==> config.mk <==
export PLATFORM = sky130hd
export DESIGN_NAME = amicable_number_check_unit
export DESIGN_NICKNAME = d
export VERILOG_FILES = /design/src/rtl/core/amc_pkg.sv /design/src/rtl/core/amc_div.sv /design/src/rtl/core/amicable_number_check_unit.sv
export SDC_FILE = /design/constraint.sdc
export NUM_CORES = 1
export LEC_CHECK = 0
export BUFFER_PORTS_ARGS = -buffer_cell sky130_fd_sc_hd__clkbuf_2
export CAP_MARGIN = 20
export CORE_ASPECT_RATIO = 1.1
export CORE_MARGIN = 4
export CORE_UTILIZATION = 64
export DETAILED_ROUTE_END_ITERATION = 6
export PLACE_DENSITY_LB_ADDON = 0.1
export SYNTH_ARGS = -nofsm -noshare
export SYNTH_HDL_FRONTEND = slang
export SYNTH_SLANG_ARGS = --single-unit
==> constraint.sdc <==
create_clock -name clk -period 7.6 [get_ports clk]
set_input_delay 1.14 -clock clk [delete_from_list [all_inputs] [get_ports clk]]
set_output_delay 1.14 -clock clk [all_outputs]
set_load 0.01 [all_outputs]
==> src/rtl/core/amc_pkg.sv <==
// ---------------------------------------------------------------------------
// amc_pkg
// Shared constants and types of the amicable number check unit.
// ---------------------------------------------------------------------------
`timescale 1ns / 1ps

package amc_pkg;

  // Default width of the candidate number.
  localparam int NUM_WIDTH_DEF = 32;

  // Width of the aliquot sum and partner result fields.
  localparam int OUT_W = 35;

  // Status from the divider back to the sequencer.
  typedef struct packed {
    logic done;      // one-cycle pulse, quotient and remainder valid
    logic rem_zero;  // remainder of the last division is zero
  } div_stat_t;

endpackage

==> src/rtl/core/amc_div.sv <==
// ---------------------------------------------------------------------------
// amc_div
// Restoring divider, one quotient bit per cycle, for the trial divisions.
// ---------------------------------------------------------------------------
`timescale 1ns / 1ps

module amc_div
  import amc_pkg::*;
#(
  parameter int SUM_W = 35,
  parameter int I_W   = 19
) (
  input  logic             clk,
  input  logic             rst_n,
  input  logic             start,
  input  logic [SUM_W-1:0] dividend,
  input  logic [I_W-1:0]   divisor,
  output logic [SUM_W-1:0] quotient,
  output div_stat_t        stat
);

  localparam int CNT_W = $clog2(SUM_W + 1);

  logic [SUM_W-1:0] quo_r;
  logic [I_W-1:0]   rem_r;
  logic [I_W-1:0]   div_r;
  logic [CNT_W-1:0] cnt_r;
  logic             run_r;
  logic             done_r;

  logic [I_W:0]     trial;
  logic             ge;
  logic [I_W:0]     diff;
  logic [I_W-1:0]   rem_nxt;
  logic [SUM_W-1:0] quo_nxt;

  always_comb begin
    trial   = {rem_r, quo_r[SUM_W-1]};
    ge      = (trial >= {1'b0, div_r});
    diff    = trial - {1'b0, div_r};
    rem_nxt = ge ? diff[I_W-1:0] : trial[I_W-1:0];
    quo_nxt = {quo_r[SUM_W-2:0], ge};
  end

  always_ff @(posedge clk) begin
    if (!rst_n) begin
      run_r  <= 1'b0;
      done_r <= 1'b0;
      cnt_r  <= '0;
    end else begin
      done_r <= 1'b0;
      if (start) begin
        quo_r <= dividend;
        rem_r <= '0;
        div_r <= divisor;
        cnt_r <= CNT_W'(SUM_W);
        run_r <= 1'b1;
      end else if (run_r) begin
        quo_r <= quo_nxt;
        rem_r <= rem_nxt;
        cnt_r <= cnt_r - CNT_W'(1);
        if (cnt_r == CNT_W'(1)) begin
          run_r  <= 1'b0;
          done_r <= 1'b1;
        end
      end
    end
  end

  assign quotient      = quo_r;
  assign stat.done     = done_r;
  assign stat.rem_zero = (rem_r == '0);

endmodule

==> src/rtl/core/amicable_number_check_unit.sv <==
// ---------------------------------------------------------------------------
// amicable_number_check_unit
// Tests one number for amicability through two aliquot sums by trial division.
// ---------------------------------------------------------------------------
`timescale 1ns / 1ps

// Channel   Direction  Handshake               Payload
// request   in         start & !busy           in_number_in
// result    out        out_valid (1 cycle)     out_aliquot_sum, out_is_amicable,
//                                              out_partner
//
// Sequence: each pass over m tests divisors i = 1 .. floor(sqrt(m)), and each
// test runs a check, a divider load, SUM_W divide steps, a fold of i and a
// fold of m/i, with SUM_W = NUM_WIDTH + 3. Each pass closes with a failing
// check and an end-of-pass step; the first pass runs over m = n, the second
// over m = s(n), and the result strobe follows the end of the second pass.
// Reset: synchronous, active low; the unit comes out idle with no strobe.
// Stalls: busy is high from the accepted request until the result strobe;
// the receiver takes the result in the strobe cycle and cannot stall it.
// A new request may be accepted in the strobe cycle itself.

module amicable_number_check_unit
  import amc_pkg::*;
#(
  parameter int NUM_WIDTH = NUM_WIDTH_DEF
) (
  input  logic                 clk,
  input  logic                 rst_n,
  input  logic                 start,
  output logic                 busy,
  input  logic [NUM_WIDTH-1:0] in_number_in,
  output logic                 out_valid,
  output logic [OUT_W-1:0]     out_aliquot_sum,
  output logic                 out_is_amicable,
  output logic [OUT_W-1:0]     out_partner
);

  // s(n) stays below 8n across the parameter range, sigma(s(n)) below 64n.
  localparam int SUM_W = NUM_WIDTH + 3;
  localparam int ACC_W = NUM_WIDTH + 6;
  // Trial divisor reaches floor(sqrt(m)) + 1, i*i one step past m.
  localparam int I_W   = (SUM_W + 1) / 2 + 1;
  localparam int SQ_W  = SUM_W + 2;

  typedef enum logic [2:0] {
    ST_IDLE,
    ST_CHECK,
    ST_DIV,
    ST_ACC_CO,
    ST_END_PASS
  } state_t;

  state_t             state_r;
  logic               pass_r;       // 0: sum over n, 1: sum over s(n)
  logic [NUM_WIDTH-1:0] n_r;
  logic [SUM_W-1:0]   m_r;          // number whose divisors are summed
  logic [SUM_W-1:0]   s1_r;
  logic [ACC_W-1:0]   total_r;      // running sum of all divisors of m
  logic [I_W-1:0]     i_r;          // trial divisor
  logic [SQ_W-1:0]    sq_r;         // i_r squared, kept by increments
  logic [SUM_W-1:0]   co_r;         // cofactor m / i
  logic               rz_r;         // i divides m
  logic               div_start_r;
  logic               out_valid_r;
  logic [OUT_W-1:0]   sum_out_r;
  logic               amic_r;

  logic [SUM_W-1:0]   quotient;
  div_stat_t          div_stat;

  logic [ACC_W-1:0]   s1_nxt;
  logic [ACC_W-1:0]   s2_nxt;
  logic               amic_nxt;
  logic [SQ_W-1:0]    sq_nxt;

  amc_div #(
    .SUM_W (SUM_W),
    .I_W   (I_W)
  ) u_div (
    .clk      (clk),
    .rst_n    (rst_n),
    .start    (div_start_r),
    .dividend (m_r),
    .divisor  (i_r),
    .quotient (quotient),
    .stat     (div_stat)
  );

  always_comb begin
    // Aliquot sum is sigma(m) - m.
    s1_nxt   = total_r - ACC_W'(n_r);
    s2_nxt   = total_r - ACC_W'(s1_r);
    amic_nxt = (s2_nxt == ACC_W'(n_r)) && (s1_r != SUM_W'(n_r));
    // (i+1)^2 = i^2 + 2i + 1
    sq_nxt   = sq_r + SQ_W'({i_r, 1'b1});
  end

  always_ff @(posedge clk) begin
    if (!rst_n) begin
      state_r     <= ST_IDLE;
      pass_r      <= 1'b0;
      div_start_r <= 1'b0;
      out_valid_r <= 1'b0;
    end else begin
      div_start_r <= 1'b0;
      out_valid_r <= 1'b0;
      unique case (state_r)
        ST_IDLE: begin
          if (start) begin
            n_r     <= in_number_in;
            m_r     <= SUM_W'(in_number_in);
            total_r <= '0;
            i_r     <= I_W'(1);
            sq_r    <= SQ_W'(1);
            pass_r  <= 1'b0;
            state_r <= ST_CHECK;
          end
        end
        ST_CHECK: begin
          // Loop runs while i*i <= m, i.e. i <= m / i.
          if (sq_r <= SQ_W'(m_r)) begin
            div_start_r <= 1'b1;
            state_r     <= ST_DIV;
          end else begin
            state_r <= ST_END_PASS;
          end
        end
        ST_DIV: begin
          if (div_stat.done) begin
            co_r <= quotient;
            rz_r <= div_stat.rem_zero;
            if (div_stat.rem_zero) begin
              total_r <= total_r + ACC_W'(i_r);
            end
            state_r <= ST_ACC_CO;
          end
        end
        ST_ACC_CO: begin
          // Cofactor counted once when i is the exact square root.
          if (rz_r && (co_r != SUM_W'(i_r))) begin
            total_r <= total_r + ACC_W'(co_r);
          end
          i_r     <= i_r + I_W'(1);
          sq_r    <= sq_nxt;
          state_r <= ST_CHECK;
        end
        ST_END_PASS: begin
          if (!pass_r) begin
            s1_r    <= s1_nxt[SUM_W-1:0];
            m_r     <= s1_nxt[SUM_W-1:0];
            total_r <= '0;
            i_r     <= I_W'(1);
            sq_r    <= SQ_W'(1);
            pass_r  <= 1'b1;
            state_r <= ST_CHECK;
          end else begin
            sum_out_r   <= OUT_W'(s1_r);
            amic_r      <= amic_nxt;
            out_valid_r <= 1'b1;
            state_r     <= ST_IDLE;
          end
        end
        default: state_r <= ST_IDLE;
      endcase
    end
  end

  assign busy            = (state_r != ST_IDLE);
  assign out_valid       = out_valid_r;
  assign out_aliquot_sum = sum_out_r;
  assign out_is_amicable = amic_r;
  assign out_partner     = amic_r ? sum_out_r : '0;

endmodule

Yosys cells after proc, flatten, opt, wreduce, memory -nomap -nowiden
Index checks and enable logic that the tools add are counted.

Add/sub/neg operators: 8. $mul: 0. Div/mod/pow operators: 0. Order comparisons: 2. Equality and inequality tests: 13. Shift-type cells: 0. Multiplexer cells: 35. Bitwise gates (word level): 3. Reduce and logical (&&, ||, !) cells: 24.

Operator list (number): $mux 38 (5); $mux 35 (5); $pmux 38 s4 (1); $pmux 37 s3 (1); $mux 19 (4); $mux 37 (2); $pmux 35 s2 (1); $pmux 19 s3 (1); $add 38x19->38 (1); $add 38x35->38 (1); $eq 38x32->1 (1); $sub 38x35->38 (1); $add 37x20->37 (1); $le 37x35->1 (1); $ne 35x19->1 (1); $ne 35x32->1 (1); $sub 35x32->35 (1); $ge 20x19->1 (1); $add 19x1->19 const B (1); $logic_not 19->1 (1); $sub 19x19->19 (1); $pmux 3 s5 (1); $mux 6 (2); $reduce_and 2->1 (6); 21 further kinds (43).

Flip-flop bits (word level): 355. Latch bits: 0. RAM bits: 0. ROM bits: 0. Input port bits: 35. Output and inout bits: 73. Logic and storage cells: 106. Memories: 0.

Depth between registers and ports, before layout
Depth in word-level cells: 4. Gate-level depth with buffers: 18. Depth with buffers taken out: 16.

Modules after synthesis
Synthesis repeated with hierarchy kept, for this count alone.

Cell total of the unflattened synthesis: 2332. Area total of the unflattened synthesis: 23759.0 µm².

By module, submodules not included: amicable_number_check_unit (times used 1, cells each 1950, area each 19227.2 µm², sequential area each 8167.8 µm²); amc_div (times used 1, cells each 382, area each 4531.8 µm², sequential area each 2352.3 µm²).

Least setup slack after synthesis
No wires, ideal clock.

Kind: input port to flip-flop. From: input port rst_n. To: register s1_r[0] (enable). Setup time: 478 ps. Arrival time: 3986 ps. Required time: 7122 ps. Setup slack: 3136 ps. Stages on the path: 2. Buffers on the path: 1. Path through: clkbuf_1 -> nor3b_1.

Word-level cells in the longest chain between the ends: 1.

RTL lines: start, declared (RTL line amicable_number_check_unit.sv:28) `input logic rst_n,`; $reduce_and 3->1 (no source line); end signal, assigned (RTL line amicable_number_check_unit.sv:149) `s1_r <= s1_nxt[SUM_W-1:0];`; end, declared (RTL line amicable_number_check_unit.sv:57) `logic [SUM_W-1:0] s1_r;`.

No other way between the ends. A chain may end at the register's enable or synchronous reset.

Final worst setup path
From: register state_r[2]. To: register total_r[34], data pin.

Word-level cells in the longest chain between the ends: 2. Elaborated cells between the ends (all ways): 5. Those cells by class: eq/ne (3); mux (1); reduce/logical (1).

RTL lines: start, declared (RTL line amicable_number_check_unit.sv:53) `state_t state_r;`; start signal, assigned (RTL line amicable_number_check_unit.sv:100) `state_r <= ST_IDLE;`; start signal, assigned (RTL line amicable_number_check_unit.sv:116) `state_r <= ST_CHECK;`; start signal, assigned (RTL line amicable_number_check_unit.sv:123) `state_r <= ST_DIV;`; $eq 3x3->1 (tied with other cells) (RTL line amicable_number_check_unit.sv:107) `unique case (state_r)`; $pmux 38 s4 (*) (RTL line amicable_number_check_unit.sv:107); end signal, assigned (RTL line amicable_number_check_unit.sv:133) `total_r <= total_r + ACC_W'(i_r);`; end signal, assigned (RTL line amicable_number_check_unit.sv:141) `total_r <= total_r + ACC_W'(co_r);`; end, declared (RTL line amicable_number_check_unit.sv:58) `logic [ACC_W-1:0] total_r;`.

Every way passes the cells marked *; elsewhere a longest branch is shown, timed or not.

==> key figures <==
Synth
  • Main flop type after synthesis: edfxtp_1
  • Yosys reg bits: ~360
  • Commonest cells post-synth: edfxtp_1, nor2_1, ha_1
  • Cell variety after synth: 79
  • Synthesized area: 0.0230 mm2
  • Post-Synthesis Cells: 2219
  • FFs w/ async S/R, synth: 0
  • Top cells by area, synth: edfxtp_1, ha_1, xnor2_1, mux2_2, a21oi_1
  • Most numerous cell in the Yosys netlist: edfxtp_1
  • EDFF count, synth: ~340
  • Synth Area per Inst: just over 10 um2
  • Leading area contributor after synthesis: edfxtp_1
  • Syn_nets: ~2400
  • Yosys warns: 0
  • Synth top area share: 0.444
  • Seq/Total Area, Yosys: 0.457

GRT
  • GRT Residual Overflow: 0
  • Initial antenna violation count: 0
  • First-pass GRT wire length: 93.5 mm
  • Global Route Usage Sum: 0.298
  • Vias in the first global route: ~17000
  • Pin count of the biggest net entering global routing: between 70 and 80

Timing
  • Fin Hold WS: between 0.4 and 0.5 ns
  • Hold Fails Final Rpt: 0
  • Unrepaired setup endpoints after global routing: no
  • Fmax: roughly 200 MHz
  • Setup TNS: 0 ns
  • Final setup margin: approximately 2.6 ns
  • Slew Limit Fails: 0
  • Fin Clk Skew: around 0.02 ns
  • Final period util: 0.661
  • Least-Margin Pin Slew: between 1 and 1.5 ns
  • Worst rel slew slack: 0.301
  • Setup Viol. Count Final: 0
  • Fin crit period: roughly 5 ns

Routing
  • Remaining DRCs: 0
  • DR iter-0 viols: 1731
  • Post-DRT Antenna Nets: 0
  • M1 WL: about 25 mm
  • Final wirelength: between 50 and 60 mm
  • Met3 wire length: 3.71 mm
  • DR WL met2: 28.5 mm
  • Vias per cell: 6.24
  • Via count: ~18000
  • Top sig layer: met4
  • WL/cell: roughly 21 um
  • 1st-pass router iterations: 6

Power and ir drop
  • Power Total: 5150 uW
  • Internal Pwr Total: approximately 3800 uW
  • Reg power frac: 0.448
  • P_leak: 0.0102 uW
  • Pwr dens: a little over 200 mW/mm2
  • NetSw: around 1400 uW
  • Worst VDD drop: 198 uV
  • Sw frac: 0.264
  • Gate power share: 0.154
  • Clock network power share: 0.397

Clock tree
  • CTS root buf: clkbuf_16
  • Post-CTS setup buffer count: 0
  • Cts repair resizes: 0
  • Clk buf depth: 3
  • CTS Buf Count: 39
  • Sink Count: between 300 and 400
  • Cts hold-fix bufs: 0
  • Worst-Skew Late Latency: 0.54 ns
  • CTS tree: built
  • H-tree depth: 2
  • Clk pin slew, worst setup/hold paths: 0.06 ns

Critical path
  • Worst Path Max Fanout: 71
  • Setup CP Type: reg -> reg
  • Crit. End Element: flip-flop
  • CP arrival: around 5.3 ns
  • Crit. Startpoint: state_r[2]
  • FF-to-FF setup slack: between 2 and 3 ns
  • CP Data Required Time: 7.88 ns
  • Reg2reg end: total_r[34]
  • Worst r2r src: state_r[2]
  • Worst R2R Path Depth: 18
  • Crit path launch type: flip-flop

Cells and area
  • Share of layout cells above drive strength 1: 0.124
  • Area grow syn2layout: 10.3%
  • Nets@finish: 2540
  • # diodes: 0
  • Final core utilization: 0.718

Hold path
  • Depth of the worst hold-timing path: 0
  • Worst-case hold path end point: co_r[32]
  • Hold/Removal Path Class: reg -> reg
  • Hold_sp: u_div.quotient[32]

Floorplanning
  • Die area: between 0.03 and 0.04 mm2
  • Die height: ~210 um
  • I/O pin count: 108
  • Initial Utilization: 0.651
  • Std cell rows: 72
  • Chip Width: 189 um
  • Core outline area: roughly 0.035 mm2

Place
  • Placement Setup Slack: 2.61 ns
  • PortBufs: 107
  • Hpwl dp: 45.6 mm
  • GPL Wtd Cong: a little over 1

Job
  • Max cap viols: 0

Run status
  • Status: completed
-- critical path, cell delays in order (launching register included) --
cell and delay, ns:
dfxtp_1 0.47, nor2b_1 0.08, buf_4 0.23, nand2_2 0.09, buf_4 0.63, mux2_2 0.42
ha_1 0.22, inv_1 0.08, fa_1 0.18, nor2b_1 0.08, o31a_1 0.28, o31a_1 0.33
o211ai_2 0.29, nand4_1 0.20, a41oi_1 0.43, o21ai_1 0.10, a21oi_1 0.26, o21bai_1 0.12
mux2_2 0.28
-- cells in the final DEF, fill, tap and decap left out, types with 9 or more instances in the layout --
cell / n
a211oi_1: 19
a21o_1: 60
a21oi_1: 159
a31oi_1: 10
and2_1: 48
and3_1: 29
buf_4: 13
clkbuf_16: 41
clkbuf_2: 107
clkinv_1: 11
dfxtp_1: 13
edfxtp_1: 341
ha_1: 178
inv_1: 161
mux2_2: 73
mux2i_1: 23
nand2_1: 146
nand2b_1: 27
nand3_1: 41
nand4_1: 52
nor2_1: 182
nor2b_1: 28
nor3_1: 39
nor4_1: 22
o211ai_1: 9
o21a_1: 30
o21ai_0: 95
o21bai_1: 11
or3_1: 17
xnor2_1: 119
xor2_1: 87
-- area by class of cell --
type                       count  area, um2
tap                          481        602
timing repair buffer         121        638
clock inverter                29        354
fill                        2591       9990
multi-input combinational   1643      11700
inverter                     162        608
sequential                   355      10500
clock buffer                  42       1030
-- sequential cells by signal, indices dropped and copies added, names as in the netlist, 32 cells and up --
register         count
m_r                 35
co_r                35
u_div.quotient      35
n_r                 32
sq_r                37
s1_r                35
out_aliquot_sum     35
total_r             38
-- routing by layer --
layer	global-route usage	vias to the layer above
met1	0.403	8545
met5	0	-
met4	0.121	0
met2	0.495	691
li1	-	8321
met3	0.0322	130
-- power groups by stage --
| stage | logic [uW] | registers (uW) | clock network [uW] |
|---|---|---|---|
| final | 795 | 2310 | 2050 |
| after global routing | 869 | 2310 | 2160 |
| after floorplan | 586 | 2310 | 0 |
| after detailed placement | 772 | 2340 | 0 |
| after CTS | 781 | 2300 | 2060 |
| after global placement | 750 | 2340 | 0 |
-- through the flow --
step                std cells  instance area (um2)
floorplan                2219                23000
global placement         2761                24000
detailed placement       2761                24000
CTS                      2832                25400
global route             2833                25400
finish                   2833                25400
-- worst max path at each step --
stage / end / depth (start not counted)
after floorplan: s1_r[0] / 2
after global placement: total_r[34] / 18
after detailed placement: total_r[34] / 18
after CTS: total_r[34] / 18
after global routing: total_r[34] / 18
final: total_r[34] / 18
-- cell families (layout without fill, tap and decap cells) --
family	count (synthesis)	count (layout)	share of synthesized area
mux	96	96	0.0457
flops	355	355	0.457
compound gates	486	486	0.135
xor+xnor	207	207	0.0790
simple gates	671	671	0.144
fa+ha+maj	183	183	0.101
buf+inv	221	354	0.0388
(Power assumes the default switching activity.)
